<file path="src/rtl/ucu_pkg.sv">
package ucu_pkg;

  // Register indexes on the configuration port
  localparam logic [1:0] REG_PSEUDO_ENABLE = 2'd0;
  localparam logic [1:0] REG_SOURCE_ADDR   = 2'd1;
  localparam logic [1:0] REG_DEST_ADDR     = 2'd2;

  // Protocol number that the UDP pseudo header carries
  localparam logic [7:0] UDP_PROTOCOL = 8'd17;

  // Width of the pseudo header part (four address halves, protocol and length)
  localparam int unsigned PSEUDO_W = 19;

  // End-of-packet request handed from the accumulator to the final sum stage
  typedef struct packed {
    logic [31:0]         sum;
    logic [PSEUDO_W-1:0] extra;
    logic                over;
  } fin_t;

endpackage

</file>
<file path="src/rtl/udp_internet_checksum_unit.sv">
// Streaming internet checksum with optional UDP pseudo header. Packet bytes
// arrive one per request on the slave side, most significant byte of each
// 16-bit word first, with tlast on the final byte; one request per packet
// leaves on the master side with the inverted ones complement checksum in
// tdata and a too-long flag in tuser. A byte is taken in every cycle while
// the master side does not hold back; after its last byte is taken a result
// passes through the accumulator, the final add and the fold into the result
// register. When pseudo_header_enable is set the source and destination
// addresses, protocol 17 and the byte count are added at the end of each
// packet; configuration must be written only while no packet is in flight.
// Packets longer than 65535 bytes set too_long and their checksum is invalid.
module udp_internet_checksum_unit (
  input  logic        clk,
  input  logic        rst,
  input  logic        s_tvalid,
  output logic        s_tready,
  input  logic [7:0]  s_tdata,   // [7:0] data_byte
  input  logic        s_tlast,   // last_byte
  output logic        m_tvalid,
  input  logic        m_tready,
  output logic [15:0] m_tdata,   // [15:0] checksum
  output logic        m_tuser,   // [0] too_long
  input  logic        cfg_we,
  input  logic [1:0]  cfg_index,
  input  logic [31:0] cfg_data
);
  import ucu_pkg::*;

  logic                pseudo_header_enable;
  logic [31:0]         source_address;
  logic [31:0]         destination_address;
  logic [PSEUDO_W-1:0] pseudo_sum;

  logic        a_valid;
  logic [7:0]  a_byte;
  logic        a_last;
  logic        a_go;

  logic        fin_valid;
  fin_t        fin;
  logic        fin_taken;

  logic        c_valid;
  logic [31:0] c_total;
  logic        c_over;
  logic        c_free;
  logic        d_free;

  logic [16:0] fold1;
  logic [15:0] fold2;

  // Configuration registers
  always_ff @(posedge clk) begin
    if (rst) begin
      pseudo_header_enable <= 1'b1;
      source_address       <= '0;
      destination_address  <= '0;
    end else if (cfg_we) begin
      unique case (cfg_index)
        REG_PSEUDO_ENABLE: pseudo_header_enable <= cfg_data[0];
        REG_SOURCE_ADDR:   source_address       <= cfg_data;
        REG_DEST_ADDR:     destination_address  <= cfg_data;
        default: ;
      endcase
    end
  end

  // Address halves plus protocol, kept ready for the end of a packet
  always_ff @(posedge clk) begin
    pseudo_sum <= {{(PSEUDO_W-16){1'b0}}, source_address[31:16]}
                + {{(PSEUDO_W-16){1'b0}}, source_address[15:0]}
                + {{(PSEUDO_W-16){1'b0}}, destination_address[31:16]}
                + {{(PSEUDO_W-16){1'b0}}, destination_address[15:0]}
                + {{(PSEUDO_W-8){1'b0}}, UDP_PROTOCOL};
  end

  // Flow control: each stage moves when the one after it has room
  always_comb begin
    d_free    = ~m_tvalid | m_tready;
    c_free    = ~c_valid | d_free;
    fin_taken = fin_valid & c_free;
    a_go      = a_valid & (~a_last | ~fin_valid | c_free);
    s_tready  = ~a_valid | a_go;
  end

  // Input register
  always_ff @(posedge clk) begin
    if (rst) begin
      a_valid <= 1'b0;
    end else if (s_tready) begin
      a_valid <= s_tvalid;
      a_byte  <= s_tdata;
      a_last  <= s_tlast;
    end
  end

  ucu_accum u_accum (
    .clk           (clk),
    .rst           (rst),
    .consume       (a_go),
    .data_byte     (a_byte),
    .last_byte     (a_last),
    .pseudo_enable (pseudo_header_enable),
    .pseudo_sum    (pseudo_sum),
    .fin_taken     (fin_taken),
    .fin_valid     (fin_valid),
    .fin           (fin)
  );

  // Packet sum plus pseudo header
  always_ff @(posedge clk) begin
    if (rst) begin
      c_valid <= 1'b0;
    end else if (c_free) begin
      c_valid <= fin_valid;
      c_total <= fin.sum + {{(32-PSEUDO_W){1'b0}}, fin.extra};
      c_over  <= fin.over;
    end
  end

  // Fold with end-around carry; the second fold cannot carry again
  always_comb begin
    fold1 = {1'b0, c_total[31:16]} + {1'b0, c_total[15:0]};
    fold2 = fold1[15:0] + {15'h0000, fold1[16]};
  end

  // Result register
  always_ff @(posedge clk) begin
    if (rst) begin
      m_tvalid <= 1'b0;
    end else if (d_free) begin
      m_tvalid <= c_valid;
      m_tdata  <= ~fold2;
      m_tuser  <= c_over;
    end
  end

endmodule

</file>
<file path="src/rtl/ucu_accum.sv">
module ucu_accum (
  input  logic                       clk,
  input  logic                       rst,
  input  logic                       consume,
  input  logic [7:0]                 data_byte,
  input  logic                       last_byte,
  input  logic                       pseudo_enable,
  input  logic [ucu_pkg::PSEUDO_W-1:0] pseudo_sum,
  input  logic                       fin_taken,
  output logic                       fin_valid,
  output ucu_pkg::fin_t              fin
);
  import ucu_pkg::*;

  logic [31:0] sum;
  logic [15:0] byte_count;
  logic        odd_phase;
  logic [7:0]  held_high_byte;
  logic        overflow_seen;

  logic [15:0] term;
  logic        saturated;
  logic [31:0] sum_next;
  logic [15:0] byte_count_next;
  logic        overflow_next;

  // One word per byte pair; on the last byte an odd high byte is padded
  // with zero, which the same term gives when the phase is even.
  always_comb begin
    term            = odd_phase ? {held_high_byte, data_byte} : {data_byte, 8'h00};
    saturated       = (byte_count == 16'hffff);
    byte_count_next = saturated ? byte_count : byte_count + 16'd1;
    overflow_next   = overflow_seen | saturated;
    sum_next        = sum + {16'h0000, term};
  end

  // Packet state and the end-of-packet register
  always_ff @(posedge clk) begin
    if (rst) begin
      sum            <= '0;
      byte_count     <= '0;
      odd_phase      <= 1'b0;
      held_high_byte <= '0;
      overflow_seen  <= 1'b0;
      fin_valid      <= 1'b0;
    end else begin
      // The end-of-packet register empties when taken and fills on a last byte.
      fin_valid <= (fin_valid & ~fin_taken) | (consume & last_byte);
      if (consume) begin
        if (last_byte) begin
          sum            <= '0;
          byte_count     <= '0;
          odd_phase      <= 1'b0;
          held_high_byte <= '0;
          overflow_seen  <= 1'b0;
          fin.sum        <= sum_next;
          fin.extra      <= pseudo_enable ?
                            pseudo_sum + {{(PSEUDO_W-16){1'b0}}, byte_count_next} : '0;
          fin.over       <= overflow_next;
        end else begin
          odd_phase     <= ~odd_phase;
          byte_count    <= byte_count_next;
          overflow_seen <= overflow_next;
          if (odd_phase) begin
            sum <= sum_next;
          end else begin
            held_high_byte <= data_byte;
          end
        end
      end
    end
  end

endmodule
</file>
<file path="config.mk">
export PLATFORM = sky130hd
export DESIGN_NAME = udp_internet_checksum_unit
export DESIGN_NICKNAME = d
export VERILOG_FILES = /design/src/rtl/ucu_pkg.sv /design/src/rtl/udp_internet_checksum_unit.sv /design/src/rtl/ucu_accum.sv
export SDC_FILE = /design/constraint.sdc
export NUM_CORES = 1
export LEC_CHECK = 0
export ABC_AREA = 1
export BUFFER_PORTS_ARGS = -buffer_cell sky130_fd_sc_hd__buf_2
export CAP_MARGIN = 20
export CORE_MARGIN = 2
export CORE_UTILIZATION = 40
export DETAILED_ROUTE_END_ITERATION = 8
export SYNTH_ARGS = -nofsm -noshare
export SYNTH_HDL_FRONTEND = slang
export SYNTH_SLANG_ARGS = --single-unit
</file>
<file path="constraint.sdc">
create_clock -name clk -period 9.41 [get_ports clk]
set_clock_uncertainty 0.1 [all_clocks]
set_input_delay 1.4115 -clock clk [delete_from_list [all_inputs] [get_ports clk]]
set_output_delay 1.4115 -clock clk [all_outputs]
set_load 0.01 [all_outputs]
</file>
Yosys cells after proc, flatten, opt, wreduce, memory -nomap -nowiden
Index checks and enable logic that the tools add are counted.
{"block": "word_totals", "regBits": 257, "inputBits": 48, "output_inout_bits": 19}
{"block": "classes", "n_addsub": 10, "eq_ne": 4, "muxes": 9, "bitwise": 20, "reduce_logical": 11}
{"op": "$mux W32", "n": 2}
{"op": "$mux W16", "n": 3}
{"op": "$add A16 B16 Y17", "n": 2}
{"op": "$add A32 B16 Y32", "n": 1}
{"op": "$add A32 B19 Y32", "n": 1}
{"op": "$add A18 B16 Y19", "n": 1}
{"op": "$add A19 B16 Y19", "n": 1}
{"op": "$add A19 B5 Y19 const B", "n": 1}
{"op": "$add A17 B16 Y18", "n": 1}
{"op": "$add A16 B1 Y16", "n": 1}
{"op": "$add A16 B1 Y16 const B", "n": 1}
{"op": "$eq A16 B16 Y1 const B", "n": 1}
{"op": "$mux W8", "n": 2}
{"op": "$not A16 Y16", "n": 1}
{"op": "$reduce_and A2 Y1", "n": 8}
{"op": "$not A1 Y1", "n": 8}
{"op": "$or A1 B1 Y1", "n": 7}
{"op": "$and A1 B1 Y1", "n": 4}
{"op": "$reduce_and A3 Y1", "n": 1}
{"op": "$eq A2 B1 Y1 const B", "n": 1}
{"op": "$eq A2 B2 Y1 const B", "n": 1}
{"op": "$logic_not A2 Y1", "n": 1}
{"op": "$mux W1", "n": 2}
{"op": "$ne A2 B2 Y1 const B", "n": 1}
{"op": "$reduce_bool A2 Y1", "n": 1}

Longest topological paths before layout
Gate-level depths: netlist of the first run.
{"block": "logic_depth", "depth_word": 7, "mapped_depth": 21, "depth_no_buf": 21}

Hierarchy
A second synthesis of the first run with hierarchy kept.
{"block": "unflattened", "hier_cells": 2080, "area_unflattened_um2": 16118.0}
{"mod": "udp_internet_checksum_unit", "instances": 1, "cells_each": 1121, "area_per_inst_um2": 9167.5, "seq_area_each_um2": 3513.4}
{"mod": "ucu_accum", "instances": 1, "cells_each": 959, "area_per_inst_um2": 6950.4, "seq_area_each_um2": 2742.6}

Least setup slack after synthesis of the first run
No wires, ideal clock.
{"block": "synth_path", "path_type": "input port to flip-flop", "start": "input port m_tready", "end": "register u_accum.fin[0] (netlist name)", "setup_time_ns": 0.462, "arrival_time_ns": 4.104, "t_required_ns": 8.848, "slack_ns": 4.744, "path_stages": 8, "n_path_buf": 0, "cell_sequence": "nor2_2 nand2_1 nor2_1 nand2_1 nand2_2 inv_2 nand2_1 nor2_1"}
{"block": "synth_between", "elab_chain_cells": 5}
{"item": "from (decl)", "line_no": "udp_internet_checksum_unit.sv:20", "text": "input logic m_tready,"}
{"item": "$or A1 B1 Y1", "line_no": "udp_internet_checksum_unit.sv:79", "text": "d_free = ~m_tvalid | m_tready;"}
{"item": "$or A1 B1 Y1", "line_no": "udp_internet_checksum_unit.sv:80", "text": "c_free = ~c_valid | d_free;"}
{"item": "$or A1 B1 Y1", "line_no": "udp_internet_checksum_unit.sv:82", "text": "a_go = a_valid & (~a_last | ~fin_valid | c_free);"}
{"item": "$and A1 B1 Y1", "line_no": "udp_internet_checksum_unit.sv:82"}
{"item": "$reduce_and A3 Y1 (no source line)"}
No other way between the ends.
A chain may end at the register's enable or synchronous reset.

Worst setup path in the final report of the first run
{"block": "layout_path", "start": "input port m_tready", "end": "output port s_tready"}
{"block": "layout_between", "elab_chain_cells": 5}
{"item": "$or A1 B1 Y1", "line_no": "udp_internet_checksum_unit.sv:79"}
{"item": "$or A1 B1 Y1", "line_no": "udp_internet_checksum_unit.sv:80"}
{"item": "$or A1 B1 Y1", "line_no": "udp_internet_checksum_unit.sv:82"}
{"item": "$and A1 B1 Y1", "line_no": "udp_internet_checksum_unit.sv:82"}
{"item": "$or A1 B1 Y1", "line_no": "udp_internet_checksum_unit.sv:83", "text": "s_tready = ~a_valid | a_go;"}
{"item": "to (decl)", "line_no": "udp_internet_checksum_unit.sv:16", "text": "output logic s_tready,"}
No other way between the ends.

==> results of run 1 <==
## placed cells by master (no fill, tap or decap), drive strengths merged
cell type,instances
o21ai,117
o31ai,1
nor2,196
clkinv,19
edfxtp,111
fa,35
o21bai,4
and2,17
nor3b,1
xnor2,18
nand2b,1
xor2,54
dfxtp,146
a21oi,195
bufinv,2
nand3,94
nand3b,14
a211oi,2
clkbuf,34
nor3,25
nor4,4
a22oi,1
nand2,518
a21boi,2
a21o,11
buf,75
ha,105
o21a,5
nand4,21
a31oi,3
o211ai,2
or2,3
clkinvlp,1
a221oi,1
inv,276
o2111ai,1
## power by group
| part | leakage, nW | internal, mW | switching, mW |
|---|---|---|---|
| registers | 2.25 | 1.25 | 0.0340 |
| clock network | 0.480 | 0.649 | 0.478 |
| logic | 5.47 | 0.182 | 0.325 |
| total | 8.20 | 2.08 | 0.837 |
## layout make-up
class	count	area [um2]	area share [%]
multi-input combinational	1451	8380	47.3
sequential	257	6260	35.3
inverter	276	1040	5.88
clock buffer	34	776	4.38
tap	518	648	3.66
timing repair buffer	75	418	2.36
clock inverter	22	185	1.05
## worst min path at each step
| stage | start | endpoint | depth (start not counted) |
|---|---|---|---|
| 4_1_cts | u_accum.fin[0] | c_over | 0 |
| 3_5_place_dp | u_accum.fin[0] | c_over | 0 |
| 6_report | u_accum.fin[0] | c_over | 0 |
| 3_3_place_gp | u_accum.fin[0] | c_over | 0 |
| 2_1_floorplan | u_accum.fin[0] | c_over | 0 |
| 5_1_grt | c_over | m_tuser | 0 |
## per-layer routing
layer,vias up,global-route usage [%],part of all wire [%]
li1,6752,-,-
met1,5887,25.6,51
met2,208,28.1,43
met3,45,1.97,4.0
met4,0,3.73,1.9
met5,-,0,0
## state kept, by name (all words and copies together) (netlist names), 8 cells and up
| signal | flops |
|---|---|
| m_tdata | 16 |
| c_total | 32 |
| u_accum.held_high_byte | 8 |
| destination_address | 32 |
| a_byte | 8 |
| u_accum.byte_count | 16 |
| u_accum.sum | 32 |
| pseudo_sum | 19 |
| source_address | 32 |
| u_accum.fin | 52 |
## metrics by stage
step	hold WS [ns]	std cells	util, %	instance area (um2)
global placement	0.308	2576	43.1	16700
floorplan	0.300	2021	-	15800
global route	0.326	2633	45.6	17700
CTS	0.318	2632	45.5	17700
finish	0.317	2633	45.6	17700
detailed placement	0.305	2576	43.1	16700
## cell families after synthesis
logic type,count (synthesis),synth area share [%]
xor+xnor,72,4.08
buf+inv,313,7.56
compound gates,345,11.6
simple gates,894,24.5
flops,257,39.6
fa+ha+maj,140,12.7
## critical path: stages
cell,delay [ns]
buf_2,0.10
nor2_2,0.14
nand2_1,0.11
nor2_1,0.13
nand2_1,0.10
nor2_1,0.17
inv_1,0.05
buf_2,0.13
==> run_results.csv, run 1 <==
group,metric,value,unit
synthesis,syn_inst,2021,
critical_path,path_max_fanout,3,
layout,fillers,3886,
power_and_ir_drop,finalPower,2.92,mW
clock_network,cts_resized,0,
worst_hold_path,hold_path.class,"reg2reg",
floorplan,num_rows,72,
layout,diodes,0,
critical_path,r2r_end,"pseudo_sum[13]",
critical_path,rrSetupSlack,5.64,ns
drt,via_per_inst,4.90,
global_route,grt_pass1_vias,12311,
placed_design,dp_slack,5.56,ns
floorplan,fp.dieH,203,um
global_route,grtUsageTotal,17.6,%
sta,slew_violations,0,
clock_network,cts_root_buf,"clkbuf_16",
synthesis,ys_ff_latch,257,
synthesis,ys.warnings.count,0,
placed_design,globalplace.congestion,0.847,
sta,rsz0062_at_grt,"false",
layout,final_nets,2279,
clock_network,clock_tree.buffer_depth,3,
floorplan,die_area,0.0411,mm2
critical_path,path_class,"in2out",
drt,routedWlPerCell,13.4,um
placed_design,dp_hpwl,27500,um
synthesis,synthesis.area,0.0158,mm2
critical_path,endpoint_kind,"output port",
sta,layout_min_cycle_time,3.87,ns
run,drv_cap,0,
clock_network,cts.sinks,257,
layout,drive_above_1_share,8.51,%
sta,fin_ws,5.54,ns
sta,fin_crit_sh,41.1,%
synthesis,ys_types,54,
synthesis,synth_most_common_cell,"nand2_1",
sta,hold_viol_final,0,
floorplan,initial_core_util,40.7,%
synthesis,synth-edff-count,111,
global_route,antenna_found_initial,0,
drt,num_vias,12892,
sta,max-slew-margin-rel,45.7,%
drt,drc,0,
clock_network,postCtsSetupBuffers,0,
drt,drtIter0Drc,708,
critical_path,startpoint,"m_tready",
clock_network,cts_tree,"built",
critical_path,worstSetupStartpointType,"input port",
sta,setup_tns,0,ns
floorplan,core,0.0388,mm2
critical_path,rr_startpoint,"source_address[1]",
global_route,grt_pass1_wl,59700,um
drt,firstDrtPassIters,5,
critical_path,arrival,2.36,ns
synthesis,yosysSeqAreaShare,39.6,%
placed_design,io_buffers,66,
critical_path,worstSetupEndpoint,"s_tready",
critical_path,r2r_cells,15,
power_and_ir_drop,p_leak,8.20,nW
synthesis,synthTopCellsByCount,"nand2_1 (503), inv_1 (270), a21oi_1 (192)",
drt,postRouteAntennaNets,0,
synthesis,synthFlopType,"dfxtp_1",
power_and_ir_drop,peakVddDrop,0.134,mV
floorplan,die_x,203,um
synthesis,synthTopCellsByArea,"edfxtp_1 (21%), dfxtp_1 (18%), nand2_1 (12%), ha_1 (8.3%), inv_1 (6.4%)",
layout,area_delta_synth_final,12.0,%
clock_network,htree_num_levels,1,
synthesis,syn_nets,2209,
clock_network,insertion_delay,0.58,ns
clock_network,hold_buffers,0,
drt,drt_wl_total,35400,um
sta,max_freq,0.259,GHz
synthesis,yosysTopAreaCell,"edfxtp_1",
synthesis,async_flop_share,0,%
global_route,grt_max_degree,68,
status,run_status,"finished, final reports clean",
synthesis,post_synth.cell_area_avg,7.82,um2
sta,worstMarginPinSlew,0.814,ns
clock_network,clk_pin_slew_worst_paths,0.05,ns
critical_path,cp.required,7.90,ns
floorplan,ios,67,
synthesis,yosys.area.top_type_share,21.1,%
clock_network,cts_buffers,30,
sta,finalSetupViolCount,0,
global_route,grt_overflow_total,0,
power_and_ir_drop,powerDensity,165,mW/mm2
Note: power is estimated with default switching activity, not from simulation.
==> inputs of run 2 (changes only) <==
==> constraint.sdc (replaced) <==
create_clock -name clk -period 3.15 [get_ports clk]
set_clock_uncertainty 0.1 [all_clocks]
set_input_delay 0.4725 -clock clk [delete_from_list [all_inputs] [get_ports clk]]
set_output_delay 0.4725 -clock clk [all_outputs]
set_load 0.01 [all_outputs]
==> run 2 against run 1 <==
The run now ends with setup timing left; via count increased by 4.5%; register-to-register slack got worse by 5.8 ns; routed wire length increased by 5.2%; hold slack got worse by 0.25 ns; utilization increased by 4.0 points; flip-flop and latch count unchanged.
==> run_results.csv, run 2 (same netlist as run 1, synthesis figures left out) <==
group,metric,value,unit
status,run_status,"complete, but fails checks",
status,violations,"setup timing",
drt,num_vias,13476,
critical_path,arrival,3.69,ns
floorplan,die_area,0.0411,mm2
critical_path,endpoint_kind,"flip-flop",
layout,instances_no_fill,2752,
floorplan,initial_core_util,40.7,%
power_and_ir_drop,peakVddDrop,0.454,mV
clock_network,insertion_delay,0.58,ns
global_route,grt_pass1_wl,62500,um
sta,max-slew-margin-rel,50.5,%
layout,diodes,0,
floorplan,num_rows,72,
layout,drive_above_1_share,17.3,%
worst_hold_path,hold_depth,3,
worst_hold_path,hold_path.class,"in2reg",
global_route,grt_overflow_total,0,
placed_design,placed_cells,2666,
layout,final_common_cell,"nand2_1",
drt,routedWlPerCell,13.5,um
layout,area_delta_synth_final,21.8,%
critical_path,r2r_cells,15,
global_route,grt_max_degree,66,
layout,layout_common_cells,"nand2_1 (485), inv_1 (261), a21oi_1 (178)",
clock_network,htree_num_levels,1,
floorplan,core,0.0388,mm2
drt,postRouteAntennaNets,0,
floorplan,fp.dieH,203,um
critical_path,cp.required,3.56,ns
sta,finalSetupViolCount,4,
layout,final_area,0.0193,mm2
run,drv_cap,0,
sta,layout_min_cycle_time,3.28,ns
clock_network,cts_buffers,29,
clock_network,cts.sinks,257,
placed_design,dp_hpwl,28600,um
global_route,grtUsageTotal,18.4,%
global_route,antenna_found_initial,0,
drt,firstDrtPassIters,5,
sta,rsz0062_at_grt,"true",
floorplan,ios,67,
power_and_ir_drop,p_leak,8.82,nW
drt,drc,0,
clock_network,clk_pin_slew_worst_paths,0.06,ns
critical_path,path_max_fanout,3,
placed_design,place_area,0.0174,mm2
sta,max_freq,0.305,GHz
drt,drtIter0Drc,576,
global_route,grt_pass1_vias,13103,
sta,worstMarginPinSlew,0.741,ns
clock_network,cts_tree,"built",
layout,regMostFlops,"u_accum.fin",
layout,final_nets,2399,
critical_path,worstSetupStartpointType,"flip-flop",
placed_design,globalplace.congestion,0.877,
drt,via_per_inst,4.90,
critical_path,path_class,"reg2reg",
floorplan,die_x,203,um
placed_design,io_buffers,66,
clock_network,clock_tree.buffer_depth,3,
power_and_ir_drop,finalPower,9.41,mW
sta,fin_crit_sh,104,%
sta,slew_violations,0,
sta,fin_ws,-0.131,ns
power_and_ir_drop,powerDensity,488,mW/mm2
drt,drt_wl_total,37200,um
layout,largest_register_ff_count,52,
clock_network,cts_root_buf,"clkbuf_16",
sta,setup_tns,-0.277,ns
sta,hold_viol_final,0,
==> run 2: cell count changes in the layout (fill, tap and decap cells not counted), moves of 9 or more <==
cell / change
ha_4: +18
a21oi_1: -14
nand2_1: -18
clkinv_2: -10
dlygate4sd3_1: +10
buf_4: +109
ha_1: -24
inv_2: +9
nand2_2: +17
a21oi_2: +13
inv_1: -9
==> run 2: final cells by class <==
class                      instances  area (um2)
fill                            3735       19600
clock buffer                      41         822
sequential                       257        6260
tap                              518         648
inverter                         276        1040
multi-input combinational       1451        8920
timing repair buffer             196        1360
clock inverter                    13         210
==> run 2: stage by stage <==
stage	hold slack [ns]	setup slack (ns)	utilization, %
6_report	0.0624	-0.131	49.6
5_1_grt	0.0626	-0.247	49.6
4_1_cts	0.0353	-0.122	48.5
3_5_place_dp	0.305	-0.229	44.9
3_3_place_gp	0.302	-0.162	44.9
2_1_floorplan	0.300	-0.0750	-
==> run 2: what timing repair did <==
| item | in CTS | in global routing |
|---|---|---|
| buffers inserted | 10 | 13 |
| gates resized for setup | 45 | 70 |
| pin swaps | 33 | 33 |
| hold endpoints to repair | 10 | 0 |
| endpoints found under the setup margin | 17 | 33 |
| hold buffers | 10 | 0 |
==> run 2: critical path, stage by stage, from the launching register on <==
cell      delay, ns
dfxtp_2        0.32
inv_2          0.04
fa_1           0.52
inv_1          0.05
fa_1           0.43
ha_1           0.30
ha_2           0.18
inv_2          0.05
fa_2           0.34
nand3b_1       0.17
nand2_2        0.08
a21boi_2       0.07
o21ai_2        0.15
nand2_1        0.10
o21ai_2        0.15
xor2_1         0.15
==> run 2: path summary, 6_finish.rpt <==
kind	from	slack (ns)	to
worst max-delay path	source_address[1]	-0.13	pseudo_sum[13]
worst min-delay path	cfg_data[26]	0.06	destination_address[26]
worst max register to register	source_address[1]	-0.13	pseudo_sum[13]
worst min register to register	u_accum.fin[0]	0.32	c_over
==> run 2: power breakdown <==
group | internal, mW | total [mW] | switching, mW
clock network | 2.23 | 3.63 | 1.40
logic | 0.805 | 1.93 | 1.12
registers | 3.74 | 3.85 | 0.115
==> run 2: metal layers <==
metal	GRT usage (%)	part of all wire, %	up-vias
li1	-	-	6983
met1	25.5	50	6246
met2	30.6	45	203
met3	2.38	3.2	44
met4	4.12	2.1	0
met5	0	0	-
==> inputs of run 3 (changes only) <==
--- a/config.mk
+++ b/config.mk
@@ -5,7 +5,6 @@
 export SDC_FILE = /design/constraint.sdc
 export NUM_CORES = 1
 export LEC_CHECK = 0
-export ABC_AREA = 1
 export BUFFER_PORTS_ARGS = -buffer_cell sky130_fd_sc_hd__buf_2
 export CAP_MARGIN = 20
 export CORE_MARGIN = 2
==> constraint.sdc (replaced) <==
create_clock -name clk -period 2.65 [get_ports clk]
set_clock_uncertainty 0.1 [all_clocks]
set_input_delay 0.3975 -clock clk [delete_from_list [all_inputs] [get_ports clk]]
set_output_delay 0.3975 -clock clk [all_outputs]
set_load 0.01 [all_outputs]
==> run 3 against run 2 <==
The flow still finishes with violations (setup timing); clock-buffer cell count grew 4; final cell count shrank 12%; critical path type unchanged; critical path depth shrank 1; combinational power grew 7%; final area grew 6.9%; die area shrank 7.6%; non-clock buffer count grew 226; flip-flop and latch count is the same.
==> run_results.csv, run 3 <==
group,metric,value,unit
critical_path,endpoint_kind,"flip-flop",
layout,area_delta_synth_final,41.1,%
floorplan,die_x,195,um
drt,routedWlPerCell,15.2,um
synthesis,synth_most_common_cell,"nand2_1",
power_and_ir_drop,p_leak,8.65,nW
drt,firstDrtPassIters,5,
critical_path,cp_slowest_cell,"fa_1",
sta,fin_ws,-1.09,ns
critical_path,max_stage_delay,0.54,ns
drt,postRouteAntennaNets,0,
critical_path,path_max_fanout,3,
sta,rsz0062_at_grt,"true",
critical_path,worstSetupStartpointType,"flip-flop",
layout,layout_common_cells,"buf_4 (277), nand2_1 (182), dfxtp_1 (133)",
drt,drtIter0Drc,694,
critical_path,crit_chain,"inv_2, fa_1, inv_2, fa_1, ha_4, ha_4, a21o_1, a211oi_2, nor2_2, o211a_1, o31a_1, o31a_1, o2111ai_2, o21ai_1",
layout,regMostFlops,"u_accum.fin",
floorplan,initial_core_util,40.8,%
status,run_status,"complete, but fails checks",
worst_hold_path,hold_depth,3,
clock_network,insertion_delay,0.55,ns
clock_network,cts_buffers,29,
drt,via_per_inst,5.08,
worst_hold_path,hold_path.class,"in2reg",
layout,final_common_cell,"buf_4",
clock_network,cts.sinks,257,
layout,multi_input_area,0.00908,mm2
sta,fin_crit_sh,141,%
synthesis,synthTopCellsByCount,"nand2_1 (197), dfxtp_1 (146), a21oi_1 (137)",
drt,num_vias,12304,
sta,worstMarginPinSlew,0.917,ns
sta,finalSetupViolCount,96,
placed_design,globalplace.congestion,0.858,
global_route,antenna_found_initial,1,
run,drv_cap,0,
synthesis,ys.warnings.count,0,
layout,final_nets,2126,
placed_design,dp_hpwl,26000,um
synthesis,synth-edff-count,111,
power_and_ir_drop,peakVddDrop,0.472,mV
synthesis,yosysTopAreaCell,"edfxtp_1",
floorplan,die_area,0.0380,mm2
global_route,grt_overflow_total,0,
critical_path,arrival,4.07,ns
placed_design,place_area,0.0177,mm2
layout,fillers,3098,
layout,final_area,0.0206,mm2
synthesis,ys_types,79,
sta,hold_viol_final,0,
clock_network,htree_num_levels,1,
placed_design,io_buffers,66,
floorplan,fp.dieH,195,um
critical_path,cp.required,2.98,ns
global_route,grt_max_degree,54,
synthesis,synthTopCellsByArea,"edfxtp_1 (23%), dfxtp_1 (20%), ha_1 (9.0%), nand2_1 (5.1%), fa_1 (4.8%)",
clock_network,cts_tree,"built",
sta,max_freq,0.267,GHz
synthesis,post_synth.cell_area_avg,9.49,um2
sta,max-slew-margin-rel,38.2,%
global_route,grt_pass1_wl,59900,um
status,violations,"setup timing",
clock_network,clk_pin_slew_worst_paths,0.06,ns
synthesis,ys_ff_latch,257,
layout,seq_area,0.00627,mm2
synthesis,syn_nets,1725,
clock_network,cts_root_buf,"clkbuf_16",
power_and_ir_drop,powerDensity,512,mW/mm2
synthesis,async_flop_share,0,%
floorplan,core,0.0357,mm2
global_route,grtUsageTotal,19.0,%
global_route,grt_pass1_vias,12212,
placed_design,dp_slack,-1.17,ns
synthesis,syn_inst,1537,
layout,diodes,0,
critical_path,r2r_cells,14,
synthesis,synthesis.area,0.0146,mm2
sta,slew_violations,0,
floorplan,ios,67,
synthesis,yosys.area.top_type_share,22.8,%
critical_path,path_class,"reg2reg",
layout,drive_above_1_share,33.9,%
layout,largest_register_ff_count,52,
synthesis,yosysSeqAreaShare,42.9,%
drt,drt_wl_total,36700,um
sta,layout_min_cycle_time,3.74,ns
floorplan,num_rows,69,
synthesis,synthFlopType,"dfxtp_1",
drt,drc,0,
clock_network,clock_tree.buffer_depth,3,
## run 3: cell count changes in the layout (fill, tap and decap cells not counted), sizes merged, moves of 30 or more
cell,before,now
xnor2,18,72
o21ai,117,59
dlygate4sd3,10,40
inv,276,118
nand3,94,35
nand2,518,197
buf,186,382
nor2,196,115
a21oi,195,137
## run 3: path summary, 6_finish.rpt
check	from	end	slack, ns
max reg2reg	source_address[2]	pseudo_sum[18]	-1.09
min	cfg_data[31]	destination_address[31]	0.02
min reg2reg	c_over	m_tuser	0.33
max	source_address[2]	pseudo_sum[18]	-1.09
## run 3: kinds of logic (layout without fill, tap and decap cells)
group | count (synthesis) | in the layout | share of synthesized area [%]
AOI/OAI and AO/OA | 369 | 369 | 16.0
xor gates and xnor gates | 108 | 108 | 6.68
adders and majority gates | 140 | 140 | 13.8
buffers and inverters | 171 | 593 | 4.43
DFF | 257 | 257 | 42.9
muxes | 12 | 12 | 0.901
and+or+nand+nor | 480 | 480 | 15.3
## run 3: final cells by class
type / count / share of cell area, %
clock buffer: 45 / 4.01
clock inverter: 7 / 0.541
inverter: 119 / 2.17
multi-input combinational: 1109 / 44.1
sequential: 257 / 30.5
tap: 461 / 2.80
timing repair buffer: 422 / 15.9
## run 3: critical path, delay by kind of cell, from the launching register on
family,cells,cell delay [ns]
AOI/OAI and AO/OA,7,1.52
and+or+nand+nor,1,0.08
buffers and inverters,2,0.08
adders and majority gates,4,1.49
DFF,1,0.33
## run 3: repair_timing
| action | in CTS | in global routing |
|---|---|---|
| setup endpoints to repair | 101 | 116 |
| pin swaps | 82 | 73 |
| hold endpoints to repair | 66 | 0 |
| gates cloned | 1 | 0 |
| hold buffers | 40 | 0 |
| buffers inserted | 38 | 32 |
| gates resized for setup | 120 | 109 |
## run 3: power breakdown
part / switching, mW / leakage [nW] / internal [mW]
logic: 0.998 / 6.00 / 1.06
clock network: 1.58 / 0.452 / 2.41
registers: 0.117 / 2.21 / 4.37
## run 3: metrics by stage
step                hold WS (ns)  std cells  setup TNS, ns  total power, mW  util [%]
CTS                      0.00222       2399         -34.39             10.5      55.6
floorplan                  0.300       1537         -34.31             5.56         -
global route              0.0313       2420         -48.28             11.0      57.6
finish                    0.0210       2420         -35.40             10.5      57.6
detailed placement         0.313       2269         -36.59             6.29      49.5
global placement           0.309       2269         -33.48             6.26      49.5
## run 3: per-layer routing
| layer | part of all wire, % | vias up | GRT usage (%) |
|---|---|---|---|
| met5 | 0 | - | 0 |
| met4 | 2.0 | 0 | 4.27 |
| met3 | 4.3 | 44 | 2.54 |
| met2 | 47 | 235 | 32.0 |
| met1 | 47 | 5842 | 26.0 |
| li1 | - | 6183 | - |
